<file path="src/avsync_pkg.sv">
// ----------------------------------------------------------------------------
// avsync_pkg
// Shared types and constants for the audio/video sync sample count adjuster.
// ----------------------------------------------------------------------------
package avsync_pkg;

  // default parameter values
  localparam int unsigned MAX_FRAME_SAMPLES_DEF  = 16384;
  localparam int unsigned CORRECTION_PERCENT_DEF = 10;

  // field widths
  localparam int FRAME_W  = 14;
  localparam int TIME_W   = 32;
  localparam int WANTED_W = 15;
  localparam int COEF_W   = 16;
  localparam int THR_W    = 31;
  localparam int RATE_W   = 18;
  localparam int OFS_W    = 19;
  localparam int ACC_W    = 40;
  localparam int DIFF_W   = 34;

  // shared shift-add multiplier operand widths
  localparam int MUL_AW = 40;
  localparam int MUL_BW = 18;
  localparam int MUL_PW = MUL_AW + MUL_BW;

  // register map, index = paddr[3:2]
  localparam logic [1:0] REG_AVG_COEF       = 2'd0;
  localparam logic [1:0] REG_DIFF_THRESHOLD = 2'd1;
  localparam logic [1:0] REG_SAMPLE_RATE    = 2'd2;
  localparam logic [1:0] REG_AV_OFFSET      = 2'd3;

  // register reset values
  localparam logic [COEF_W-1:0] AVG_COEF_RST       = 16'd52057;
  localparam logic [THR_W-1:0]  DIFF_THRESHOLD_RST = 31'd65536;
  localparam logic [RATE_W-1:0] SAMPLE_RATE_RST    = 18'd48000;

  // sequencer states
  typedef enum logic [3:0] {
    S_IDLE,
    S_SUM,
    S_DIFF,
    S_CHECK,
    S_MUL1,
    S_RND1,
    S_ACC,
    S_START2,
    S_MUL2,
    S_RND2,
    S_THR,
    S_MUL3,
    S_WANT,
    S_CLAMP,
    S_DONE
  } avsync_state_t;

  // multiplier status toward the sequencer
  typedef struct packed {
    logic busy;
    logic done;
  } mul_sts_t;

endpackage

</file>
<file path="src/av_sync_sample_count_adjust.sv">
// ----------------------------------------------------------------------------
// av_sync_sample_count_adjust
// Audio/video sync sample count compensation for one decoded audio frame.
// ----------------------------------------------------------------------------
// Usage:
//   in_* carries one transaction per decoded audio frame: sample count, audio
//   clock, video clock (signed Q16.16 s) and the playing flag. out_* returns
//   one transaction per input: the wanted sample count plus the corrected and
//   out-of-window flags. cfg_* is an APB-style register port (pready tied
//   high) holding the averaging weight, threshold, sample rate and offset;
//   write it only while the block is idle.
//   The time from input acceptance to output valid depends on the path: not
//   playing or out of window, average below threshold, or count corrected. It
//   is set by up to three passes through the shared 18-step shift-add
//   multiplier; the divide by 100 for the clamp bounds runs alongside the
//   first pass. One frame is processed at a time, so a new frame is taken
//   only once the previous one is through; in_tready is high whenever the
//   sequencer is idle, also while a finished result waits on out_tready.
//   A stalled receiver holds the result and the next frame waits before its
//   result is stored. Synchronous reset clears the accumulator, restores the
//   register defaults and empties the output stage.
// ----------------------------------------------------------------------------
module av_sync_sample_count_adjust
  import avsync_pkg::*;
#(
  parameter int unsigned MAX_FRAME_SAMPLES  = MAX_FRAME_SAMPLES_DEF,
  parameter int unsigned CORRECTION_PERCENT = CORRECTION_PERCENT_DEF
) (
  input  logic        clk,
  input  logic        rst_n,
  // input frame channel
  input  logic        in_tvalid,
  output logic        in_tready,
  // [13:0] frame_samples, [45:14] audio_time, [77:46] video_time,
  // [78] playing, [79] zero
  input  logic [79:0] in_tdata,
  // result channel
  output logic        out_tvalid,
  input  logic        out_tready,
  // [14:0] wanted_samples, [15] corrected, [16] out_of_window, [23:17] zero
  output logic [23:0] out_tdata,
  // configuration port
  input  logic        cfg_psel,
  input  logic        cfg_penable,
  input  logic        cfg_pwrite,
  input  logic [3:0]  cfg_paddr,
  input  logic [31:0] cfg_pwdata,
  output logic [31:0] cfg_prdata,
  output logic        cfg_pready
);

  localparam int NW     = $clog2(MAX_FRAME_SAMPLES);
  localparam int KLO    = 100 - CORRECTION_PERCENT;
  localparam int KHI    = 100 + CORRECTION_PERCENT;
  localparam int XW     = NW + 8;
  localparam int DCW    = $clog2(XW + 1);
  localparam int DivBy  = 100;

  localparam logic [16:0] NMAX = 17'(MAX_FRAME_SAMPLES - 1);
  localparam logic signed [OFS_W-1:0]  OFS_HI = 19'sd131072;
  localparam logic signed [OFS_W-1:0]  OFS_LO = -19'sd131072;
  localparam logic signed [DIFF_W-1:0] NOSYNC_HI = 34'sd655360;
  localparam logic signed [DIFF_W-1:0] NOSYNC_LO = -34'sd655360;
  localparam logic signed [41:0] ACC_MAX42 = 42'sd549755813887;
  localparam logic signed [41:0] ACC_MIN42 = -42'sd549755813888;

  // configuration registers
  logic [COEF_W-1:0]        coef_r;
  logic [THR_W-1:0]         thr_r;
  logic [RATE_W-1:0]        rate_r;
  logic signed [OFS_W-1:0]  ofs_r;
  logic                     cfg_we;
  logic signed [OFS_W-1:0]  ofs_in;

  // sequencer and datapath
  avsync_state_t             state_r, state_nxt;
  logic [NW-1:0]             n_r;
  logic signed [TIME_W-1:0]  audio_r;
  logic signed [TIME_W-1:0]  video_r;
  logic                      play_r;
  logic signed [TIME_W:0]    vo_r;
  logic signed [DIFF_W-1:0]  diff_r;
  logic signed [DIFF_W-1:0]  diff_neg;
  logic [19:0]               absdiff_r;
  logic signed [ACC_W-1:0]   acc_r;
  logic [ACC_W-1:0]          acc_mag;
  logic [40:0]               rnd_r;
  logic signed [41:0]        acc_sum;
  logic signed [24:0]        want_r;
  logic signed [24:0]        lo_s;
  logic signed [24:0]        hi_s;
  logic signed [24:0]        want_c;
  logic [21:0]               trunc_mag;
  logic                      oow;
  logic                      thr_hit;
  logic [16:0]               in_n17;
  logic [16:0]               n17;

  // results
  logic [WANTED_W-1:0] res_w_r;
  logic                res_c_r;
  logic                res_o_r;
  logic [WANTED_W-1:0] out_w_r;
  logic                out_c_r;
  logic                out_o_r;
  logic                out_tvalid_r;
  logic                out_load;

  // multiplier
  logic               mul_start;
  logic [MUL_AW-1:0]  mul_a;
  logic [MUL_BW-1:0]  mul_b;
  mul_sts_t           mul_sts;
  logic [MUL_PW-1:0]  mul_prod;
  logic [MUL_PW-1:0]  mul_rnd;

  // clamp bound dividers
  logic           dv_start;
  logic           dv_run_r;
  logic [DCW-1:0] dv_cnt_r;
  logic [XW-1:0]  dlo_r;
  logic [XW-1:0]  dhi_r;
  logic [6:0]     rlo_r;
  logic [6:0]     rhi_r;
  logic [7:0]     lo_trial;
  logic [7:0]     hi_trial;
  logic           lo_ge;
  logic           hi_ge;

  // ---------------------------------------------------------------------------
  // configuration port
  // ---------------------------------------------------------------------------
  assign cfg_pready = 1'b1;
  assign cfg_we     = cfg_psel & cfg_penable & cfg_pwrite;
  assign ofs_in     = signed'(cfg_pwdata[OFS_W-1:0]);

  always_ff @(posedge clk) begin
    if (!rst_n) begin
      coef_r <= AVG_COEF_RST;
      thr_r  <= DIFF_THRESHOLD_RST;
      rate_r <= SAMPLE_RATE_RST;
      ofs_r  <= '0;
    end else if (cfg_we) begin
      case (cfg_paddr[3:2])
        REG_AVG_COEF:       coef_r <= cfg_pwdata[COEF_W-1:0];
        REG_DIFF_THRESHOLD: thr_r  <= cfg_pwdata[THR_W-1:0];
        REG_SAMPLE_RATE:    rate_r <= cfg_pwdata[RATE_W-1:0];
        REG_AV_OFFSET: begin
          if (ofs_in > OFS_HI) begin
            ofs_r <= OFS_HI;
          end else if (ofs_in < OFS_LO) begin
            ofs_r <= OFS_LO;
          end else begin
            ofs_r <= ofs_in;
          end
        end
        default: ;
      endcase
    end
  end

  // register readback
  always_comb begin
    case (cfg_paddr[3:2])
      REG_AVG_COEF:       cfg_prdata = 32'(coef_r);
      REG_DIFF_THRESHOLD: cfg_prdata = 32'(thr_r);
      REG_SAMPLE_RATE:    cfg_prdata = 32'(rate_r);
      REG_AV_OFFSET:      cfg_prdata = {{(32 - OFS_W){ofs_r[OFS_W-1]}}, ofs_r};
      default:            cfg_prdata = '0;
    endcase
  end

  // ---------------------------------------------------------------------------
  // shared multiplier
  // ---------------------------------------------------------------------------
  assign acc_mag = acc_r[ACC_W-1] ? ACC_W'(-acc_r) : ACC_W'(acc_r);

  // operand select: weight pass, average pass, sample rate pass
  always_comb begin
    case (state_r)
      S_CHECK: begin
        mul_a = acc_mag;
        mul_b = MUL_BW'(coef_r);
      end
      S_START2: begin
        mul_a = acc_mag;
        mul_b = MUL_BW'(18'h10000 - MUL_BW'(coef_r));
      end
      default: begin
        mul_a = MUL_AW'(absdiff_r);
        mul_b = rate_r;
      end
    endcase
  end

  avsync_mul #(
    .AW (MUL_AW),
    .BW (MUL_BW)
  ) u_mul (
    .clk   (clk),
    .rst_n (rst_n),
    .start (mul_start),
    .a     (mul_a),
    .b     (mul_b),
    .sts   (mul_sts),
    .prod  (mul_prod)
  );

  assign mul_rnd = mul_prod + MUL_PW'(32768);

  // ---------------------------------------------------------------------------
  // sequencer
  // ---------------------------------------------------------------------------
  assign in_n17 = 17'(in_tdata[FRAME_W-1:0]);
  assign n17    = (in_n17 > NMAX) ? NMAX : in_n17;
  assign oow    = (diff_r >= NOSYNC_HI) || (diff_r <= NOSYNC_LO);
  assign thr_hit = rnd_r >= 41'(thr_r);
  assign in_tready = (state_r == S_IDLE);
  assign out_load  = (state_r == S_DONE) && (!out_tvalid_r || out_tready);

  always_ff @(posedge clk) begin
    if (!rst_n) begin
      state_r <= S_IDLE;
    end else begin
      state_r <= state_nxt;
    end
  end

  always_comb begin
    state_nxt = state_r;
    mul_start = 1'b0;
    dv_start  = 1'b0;
    case (state_r)
      S_IDLE: begin
        if (in_tvalid) state_nxt = S_SUM;
      end
      S_SUM: begin
        dv_start  = 1'b1;
        state_nxt = S_DIFF;
      end
      S_DIFF:  state_nxt = S_CHECK;
      S_CHECK: begin
        if (!play_r || oow) begin
          state_nxt = S_DONE;
        end else begin
          mul_start = 1'b1;
          state_nxt = S_MUL1;
        end
      end
      S_MUL1: begin
        if (mul_sts.done) state_nxt = S_RND1;
      end
      S_RND1:  state_nxt = S_ACC;
      S_ACC:   state_nxt = S_START2;
      S_START2: begin
        mul_start = 1'b1;
        state_nxt = S_MUL2;
      end
      S_MUL2: begin
        if (mul_sts.done) state_nxt = S_RND2;
      end
      S_RND2:  state_nxt = S_THR;
      S_THR: begin
        if (thr_hit) begin
          mul_start = 1'b1;
          state_nxt = S_MUL3;
        end else begin
          state_nxt = S_DONE;
        end
      end
      S_MUL3: begin
        if (mul_sts.done) state_nxt = S_WANT;
      end
      S_WANT:  state_nxt = S_CLAMP;
      S_CLAMP: state_nxt = S_DONE;
      S_DONE: begin
        if (out_load) state_nxt = S_IDLE;
      end
      default: state_nxt = S_IDLE;
    endcase
  end

  // accumulator update, saturated to the accumulator range
  always_comb begin
    if (acc_r[ACC_W-1]) begin
      acc_sum = 42'(diff_r) - signed'(42'(rnd_r));
    end else begin
      acc_sum = 42'(diff_r) + signed'(42'(rnd_r));
    end
  end

  // corrected count and clamp bounds
  assign diff_neg  = -diff_r;
  assign trunc_mag = mul_prod[37:16];
  assign lo_s      = signed'(25'(dlo_r));
  assign hi_s      = signed'(25'(dhi_r));

  always_comb begin
    if (want_r < lo_s) begin
      want_c = lo_s;
    end else if (want_r > hi_s) begin
      want_c = hi_s;
    end else begin
      want_c = want_r;
    end
  end

  // accumulator state
  always_ff @(posedge clk) begin
    if (!rst_n) begin
      acc_r <= '0;
    end else if (state_r == S_ACC) begin
      if (acc_sum > ACC_MAX42) begin
        acc_r <= ACC_MAX42[ACC_W-1:0];
      end else if (acc_sum < ACC_MIN42) begin
        acc_r <= ACC_MIN42[ACC_W-1:0];
      end else begin
        acc_r <= acc_sum[ACC_W-1:0];
      end
    end
  end

  // datapath registers
  always_ff @(posedge clk) begin
    case (state_r)
      S_IDLE: begin
        if (in_tvalid) begin
          n_r     <= n17[NW-1:0];
          audio_r <= signed'(in_tdata[45:14]);
          video_r <= signed'(in_tdata[77:46]);
          play_r  <= in_tdata[78];
        end
      end
      S_SUM:  vo_r   <= 33'(video_r) + 33'(ofs_r);
      S_DIFF: diff_r <= 34'(audio_r) - 34'(vo_r);
      S_CHECK: begin
        absdiff_r <= diff_r[DIFF_W-1] ? diff_neg[19:0] : diff_r[19:0];
        res_w_r   <= WANTED_W'(n_r);
        res_c_r   <= 1'b0;
        res_o_r   <= play_r & oow;
      end
      S_RND1: rnd_r <= mul_rnd[56:16];
      S_RND2: rnd_r <= mul_rnd[56:16];
      S_THR: begin
        res_w_r <= WANTED_W'(n_r);
        res_c_r <= 1'b0;
        res_o_r <= 1'b0;
      end
      S_WANT: begin
        if (diff_r[DIFF_W-1]) begin
          want_r <= 25'(n_r) - 25'(trunc_mag);
        end else begin
          want_r <= 25'(n_r) + 25'(trunc_mag);
        end
      end
      S_CLAMP: begin
        res_w_r <= want_c[WANTED_W-1:0];
        res_c_r <= 1'b1;
        res_o_r <= 1'b0;
      end
      default: ;
    endcase
  end

  // ---------------------------------------------------------------------------
  // clamp bounds: count * (100 -/+ percent) / 100, restoring division one
  // quotient bit per cycle, quotient shifts in behind the dividend
  // ---------------------------------------------------------------------------
  always_comb begin
    lo_trial = {rlo_r, dlo_r[XW-1]};
    hi_trial = {rhi_r, dhi_r[XW-1]};
    lo_ge    = lo_trial >= 8'(DivBy);
    hi_ge    = hi_trial >= 8'(DivBy);
  end

  always_ff @(posedge clk) begin
    if (!rst_n) begin
      dv_run_r <= 1'b0;
      dv_cnt_r <= '0;
    end else if (dv_start) begin
      dv_run_r <= 1'b1;
      dv_cnt_r <= '0;
    end else if (dv_run_r) begin
      dv_cnt_r <= dv_cnt_r + DCW'(1);
      if (dv_cnt_r == DCW'(XW - 1)) dv_run_r <= 1'b0;
    end
  end

  always_ff @(posedge clk) begin
    if (dv_start) begin
      dlo_r <= XW'(n_r) * XW'(KLO);
      dhi_r <= XW'(n_r) * XW'(KHI);
      rlo_r <= '0;
      rhi_r <= '0;
    end else if (dv_run_r) begin
      dlo_r <= {dlo_r[XW-2:0], lo_ge};
      dhi_r <= {dhi_r[XW-2:0], hi_ge};
      rlo_r <= lo_ge ? 7'(lo_trial - 8'(DivBy)) : lo_trial[6:0];
      rhi_r <= hi_ge ? 7'(hi_trial - 8'(DivBy)) : hi_trial[6:0];
    end
  end

  // ---------------------------------------------------------------------------
  // output stage
  // ---------------------------------------------------------------------------
  always_ff @(posedge clk) begin
    if (!rst_n) begin
      out_tvalid_r <= 1'b0;
    end else if (out_load) begin
      out_tvalid_r <= 1'b1;
    end else if (out_tready) begin
      out_tvalid_r <= 1'b0;
    end
  end

  always_ff @(posedge clk) begin
    if (out_load) begin
      out_w_r <= res_w_r;
      out_c_r <= res_c_r;
      out_o_r <= res_o_r;
    end
  end

  assign out_tvalid = out_tvalid_r;
  assign out_tdata  = {7'b0, out_o_r, out_c_r, out_w_r};

  // ---------------------------------------------------------------------------
  // assertions
  // ---------------------------------------------------------------------------
`ifndef SYNTHESIS
  a_div_done_at_clamp: assert property (@(posedge clk) disable iff (!rst_n)
    (state_r == S_CLAMP) |-> !dv_run_r)
    else $error("clamp bounds used before division finished");

  a_mul_start_idle: assert property (@(posedge clk) disable iff (!rst_n)
    mul_start |-> !mul_sts.busy)
    else $error("multiplier restarted while busy");

  a_accept_starts: assert property (@(posedge clk) disable iff (!rst_n)
    (in_tvalid && in_tready) |=> (state_r == S_SUM))
    else $error("accepted transaction did not start processing");

  a_out_from_done: assert property (@(posedge clk) disable iff (!rst_n)
    $rose(out_tvalid_r) |-> ($past(state_r) == S_DONE))
    else $error("result presented outside of the done state");

  a_flags_exclusive: assert property (@(posedge clk) disable iff (!rst_n)
    out_tvalid_r |-> !(out_c_r && out_o_r))
    else $error("corrected and out-of-window both set");
`endif

endmodule

</file>
<file path="src/avsync_mul.sv">
// ----------------------------------------------------------------------------
// avsync_mul
// Unsigned serial shift-add multiplier, one multiplier bit per cycle.
// ----------------------------------------------------------------------------
module avsync_mul
  import avsync_pkg::*;
#(
  parameter int AW = MUL_AW,
  parameter int BW = MUL_BW
) (
  input  logic             clk,
  input  logic             rst_n,
  input  logic             start,
  input  logic [AW-1:0]    a,
  input  logic [BW-1:0]    b,
  output mul_sts_t         sts,
  output logic [AW+BW-1:0] prod
);

  localparam int CW = $clog2(BW + 1);

  logic          busy_r;
  logic          done_r;
  logic [CW-1:0] cnt_r;
  logic [AW-1:0] a_r;
  logic [AW-1:0] hi_r;
  logic [BW-1:0] lo_r;
  logic [AW:0]   sum;
  logic [AW+BW:0] step;

  // add multiplicand when the current multiplier bit is set, then shift right
  always_comb begin
    sum  = {1'b0, hi_r} + (lo_r[0] ? {1'b0, a_r} : '0);
    step = {sum, lo_r};
  end

  // step counter
  always_ff @(posedge clk) begin
    if (!rst_n) begin
      busy_r <= 1'b0;
      done_r <= 1'b0;
      cnt_r  <= '0;
    end else begin
      done_r <= 1'b0;
      if (start) begin
        busy_r <= 1'b1;
        cnt_r  <= '0;
      end else if (busy_r) begin
        cnt_r <= cnt_r + CW'(1);
        if (cnt_r == CW'(BW - 1)) begin
          busy_r <= 1'b0;
          done_r <= 1'b1;
        end
      end
    end
  end

  // partial product shift register
  always_ff @(posedge clk) begin
    if (start) begin
      a_r  <= a;
      hi_r <= '0;
      lo_r <= b;
    end else if (busy_r) begin
      {hi_r, lo_r} <= step[AW+BW:1];
    end
  end

  assign sts.busy = busy_r;
  assign sts.done = done_r;
  assign prod     = {hi_r, lo_r};

endmodule

</file>
<file path="config.mk">
export PLATFORM = sky130hd
export DESIGN_NAME = av_sync_sample_count_adjust
export DESIGN_NICKNAME = d
export VERILOG_FILES = /design/src/avsync_pkg.sv /design/src/av_sync_sample_count_adjust.sv /design/src/avsync_mul.sv
export SDC_FILE = /design/constraint.sdc
export NUM_CORES = 2
export LEC_CHECK = 0
export ABC_AREA = 1
export ABC_CLOCK_PERIOD_IN_PS = 9100
export BUFFER_PORTS_ARGS = -buffer_cell sky130_fd_sc_hd__buf_2
export CAP_MARGIN = 0
export CELL_PAD_IN_SITES_DETAIL_PLACEMENT = 0
export CELL_PAD_IN_SITES_GLOBAL_PLACEMENT = 1
export CORE_MARGIN = 3
export CORE_UTILIZATION = 47
export CTS_CLUSTER_DIAMETER = 80
export DETAILED_ROUTE_END_ITERATION = 10
export PLACE_DENSITY = 0.84
export SLEW_MARGIN = 20
export SYNTH_ARGS = -nofsm -noshare
export SYNTH_HDL_FRONTEND = slang
export SYNTH_HIERARCHICAL = 1
export SYNTH_SLANG_ARGS = --single-unit
</file>
<file path="constraint.sdc">
create_clock -name clk -period 9.1 [get_ports clk]
set_input_delay 0.91 -clock clk [delete_from_list [all_inputs] [get_ports clk]]
set_output_delay 0.91 -clock clk [all_outputs]
set_load 0.02 [all_outputs]
</file>
# Yosys cells after proc, flatten, opt, wreduce, memory -nomap -nowiden
# Cells that the tools add are included.
# word_totals
regBits	564
in_bits	123
output_inout_bits	59
elab_cells	169
# classes
addsub	15
mul	2
magnitude_cmp	12
n_eq_ne	24
mux	46
n_bitwise	5
n_reduce_logical	27
# op_table
op	n
$pmux 32 s4	1
$mux 40	3
$mux 21	4
$pmux 4 s15	1
$add 57x16->57 const B	1
$add 34x42->42	1
$gt 42x40->1 const B	1
$lt 42x40->1 const B	1
$mux 42	1
$sub 34x42->42	1
$add 40x40->41	1
$ge 41x31->1	1
$mul 14x6->20 const B	2
$mux 20	2
$neg 40->40	1
$mux 39	1
$mux 19	2
$mux 18	2
$pmux 18 s2	1
$ge 34x21->1 const B	1
$le 34x21->1 const B	1
$sub 32x33->34	1
$add 32x19->33	1
$mux 15	2
41 further kinds	97

# Longest topological paths before layout
# depth
ltp_word	6
mapped_depth	28

# Hierarchy
# The synthesis kept the hierarchy.
# by_module_without_submodules
module	instances	cells_per_inst	area_per_inst_um2	seq_area_each_um2
av_sync_sample_count_adjust	1	4457	34623.2	12221.7
avsync_mul	1	1006	6921.6	2682.6

# Worst setup path before layout
# OpenSTA, ideal clock, no wires.
# synth_timing
path_type	input to register
from	input port in_tvalid
to	register audio_r[0] (enable)
arrival_time_ns	6.310
required_ns	8.486
setup_slack_ns	2.176
path_stages	2
n_path_buf	0
cell_sequence	inv_1 nor3_1
# synth_via
elab_chain_len	1
# synth_rtl
item	line	source
start: declaration	av_sync_sample_count_adjust.sv:32	input logic in_tvalid,
$reduce_and 2->1 (no source line)	-	
end signal: assignment	av_sync_sample_count_adjust.sv:329	audio_r <= signed'(in_tdata[45:14]);
end: declaration	av_sync_sample_count_adjust.sv:78	logic signed [TIME_W-1:0] audio_r;
# No other way between the ends.
# A chain may end at the register's enable or synchronous reset.

# Worst setup path in the final report
# layout_timing
from	register rnd_r[0]
to	register acc_r[5]
# layout_via
elab_chain_len	5
elab_cells_between_ends	7
# layout_rtl
item	line	source
start: declaration	av_sync_sample_count_adjust.sv:87	logic [40:0] rnd_r;
start signal: assignment	av_sync_sample_count_adjust.sv:342	S_RND1: rnd_r <= mul_rnd[56:16];
start signal: assignment	av_sync_sample_count_adjust.sv:343	S_RND2: rnd_r <= mul_rnd[56:16];
$add 34x42->42 or $sub 34x42->42 (tied branches)	av_sync_sample_count_adjust.sv:288, av_sync_sample_count_adjust.sv:286	
$mux 42 *	av_sync_sample_count_adjust.sv:285	if (acc_r[ACC_W-1]) begin
$lt 42x40->1	av_sync_sample_count_adjust.sv:315	end else if (acc_sum < ACC_MIN42) begin
$mux 40	av_sync_sample_count_adjust.sv:315	
$mux 40 *	av_sync_sample_count_adjust.sv:313	if (acc_sum > ACC_MAX42) begin
end signal: assignment	av_sync_sample_count_adjust.sv:314	acc_r <= ACC_MAX42[ACC_W-1:0];
end signal: assignment	av_sync_sample_count_adjust.sv:316	acc_r <= ACC_MIN42[ACC_W-1:0];
end signal: assignment	av_sync_sample_count_adjust.sv:318	acc_r <= acc_sum[ACC_W-1:0];
end: declaration	av_sync_sample_count_adjust.sv:85	logic signed [ACC_W-1:0] acc_r;
# Mark *: on every way between the ends. The rest lies on a longest branch, timed or not.

==> impl_metrics.json <==
{
  "run_status": "complete, no violations",
  "largest_net_degree_at_the_start_of_global_routing": 68,
  "tightest_slew_ns": 1.19,
  "worst_ep_required_time_ns": 9.61,
  "p_switching_mw": 7.56,
  "first_global_vias": 34500,
  "setup_viol": 0,
  "netlist_instances": 5462,
  "critical_path.slowest_cell": "edfxtp_1",
  "hold_path_class": "reg2reg",
  "timing.final.hold_violations": 0,
  "cts.sinks": 563,
  "routed_via_density": 5.34,
  "end_kind": "register",
  "crit_chain": "inv_1 -> ha_1 -> nand3_1 -> nor2_1 -> nand2_1 -> nor2_1 -> nand2_1 -> nor3_1 -> nor2_1 -> a21oi_1 -> xor2_1 -> ha_1 -> a21oi_1 -> o21ai_0 -> a21oi_1 -> nor2_1 -> nor2_1 -> nand2_1 -> nand2_1 -> nand2_1 -> a21oi_4 -> buf_16 -> a21oi_1",
  "crit_type": "reg2reg",
  "number_of_gates_resized_after_cts": 0,
  "final.setup_skew_ns": 0.0239,
  "place.gp.congestion": 0.932,
  "detailedRoute.firstPassIterationCount": 6,
  "placeable_core_area_mm2": 0.0872,
  "nNetsFinal": 6115,
  "drive_above_1_share_pct": 7.74,
  "endpoint_arrival_time_on_the_critical_path_ns": 5.45,
  "clock_power_share_pct": 18.0,
  "cts_buffers": 67,
  "antenna_diode_count": 0,
  "finalCritPeriodShare_pct": 54.3,
  "cell_internal_pwr_mw": 8.33,
  "insertion_delay_of_the_later_clocked_pin_in_the_worst_skew_pair_ns": 0.64,
  "fmax_mhz": 203,
  "synthesis.area_per_instance_um2": 7.60,
  "area_taken_by_multi_input_logic_gates_mm2": 0.0229,
  "grt_pass1_wl_mm": 197,
  "cts_buffer_depth": 3,
  "cts_htree_levels": 3,
  "via_count": 36300,
  "io_pins": 182,
  "grt_util_all_layers_pct": 27.7,
  "final.min_clock_period_ns": 4.94,
  "die_area_mm2": 0.0920,
  "grt_antenna_before_repair": 4,
  "global_route.overflow_total": 0,
  "rsz0062_at_grt": "no",
  "post_cts.repair.setup_buffers": 0,
  "syn_to_final_growth_pct": 10.5,
  "clk_pin_slew_worst_paths_ns": 0.06,
  "tritoncts": "done",
  "setup-tns-final_ns": 0,
  "start_kind": "register",
  "path_max_fanout": 31,
  "hold_buffers": 0,
  "pwr-share-seq_pct": 26.4,
  "p_sw_share_pct": 47.6,
  "irDropWorstVdd_mv": 0.382,
  "cts.root.buffer_cell": "clkbuf_16",
  "comb_power_share_pct": 55.6,
  "leakage_nw": 21.1,
  "route.detailed.drc": 0,
  "maxSlewViolCount": 0,
  "x_dimension_of_the_die_um": 303,
  "synth.yosys.warnings": 6,
  "max_slew_margin_pct": 20.1,
  "cap_violations": 0,
  "slowest_delay_ns": 0.48,
  "route.antenna.remaining_nets": 0,
  "cp_bufs_invs": 2,
  "chipHeight_um": 303,
  "drt_first_iter_violations": 3102,
  "place.detailed.hpwl_mm": 101,
  "n_fill_cell": 8430,
  "power.density_mw_per_mm2": 346,
  "netlist_area_mm2": 0.0415,
  "rows": 108,
  "postRouteWirelength_mm": 128,
  "start_util_pct": 47.7,
  "post_drt_wl_per_cell_um": 18.8,
  "post-layout-total-power_mw": 15.9,
  "place.port_buffers": 169,
  "area.sequential_mm2": 0.0149,
  "cpLargestDelayFamily": "simple AND/OR/NAND/NOR gates"
}
==> area by class of cell <==
class	count	share of cell area (%)
clock buffer	84	3.99
clock inverter	38	1.18
inverter	844	6.90
multi-input combinational	3913	49.9
sequential	563	32.5
tap	1155	3.15
timing repair buffer	202	2.43
==> layout by cell type (no fill, tap or decap), drive strengths merged, types with 65 or more instances in the layout <==
| cell type | instances |
|---|---|
| dfxtp | 200 |
| ha | 339 |
| xor2 | 175 |
| buf | 202 |
| nand2 | 1294 |
| nand3 | 204 |
| a21oi | 447 |
| nor2 | 503 |
| xnor2 | 65 |
| clkbuf | 84 |
| inv | 845 |
| edfxtp | 363 |
| nor3 | 89 |
| o21ai | 369 |
==> stage by stage <==
step                      setup WS, ns  util (%)  cell area (um^2)  hold WS [ns]  std cells
after floorplan                   2.18         -             41600         0.400       5468
after global placement            3.95      49.9             43500         0.402       6676
after detailed placement          3.89      49.9             43500         0.408       6676
after CTS                         3.86      52.6             45900         0.412       6798
after global routing              3.83      52.6             45900         0.416       6799
final                             4.16      52.6             45900         0.425       6799
==> power by group through the flow <==
| stage | logic, mW | clock network (mW) | registers [mW] |
|---|---|---|---|
| 2_1_floorplan | 6.53 | 0 | 3.97 |
| 3_3_place_gp | 8.67 | 0 | 4.23 |
| 3_5_place_dp | 8.73 | 0 | 4.24 |
| 4_1_cts | 8.80 | 2.90 | 4.19 |
| 5_1_grt | 10.1 | 3.01 | 4.24 |
| 6_report | 8.84 | 2.85 | 4.20 |
==> flip-flops by register name (all words and copies together), names as in the netlist, 18 cells and up <==
name	count
absdiff_r	20
dlo_r	22
u_mul/hi_r	40
audio_r	32
dhi_r	22
thr_r	31
diff_r	34
u_mul/lo_r	18
vo_r	33
want_r	24
rate_r	18
rnd_r	41
video_r	32
acc_r	40
ofs_r	19
u_mul/a_r	40
==> worst paths after layout <==
path	start	to	slack (ns)	cells past startpoint
hold reg to reg	res_w_r[3]	out_w_r[3]	0.42	0
hold / removal	res_w_r[3]	out_w_r[3]	0.42	0
setup reg to reg	rnd_r[0]	acc_r[5]	4.16	23
setup / recovery	rnd_r[0]	acc_r[5]	4.16	23
==> metal layers <==
layer	global-route usage, %	vias up	wire length [um]
met3	3.59	222	7280
met5	0	-	8
met4	8.89	2	4380
li1	-	18300	-
met1	37.7	16700	57200
met2	45.6	1088	58700
Note: power is estimated with default switching activity, not from simulation.
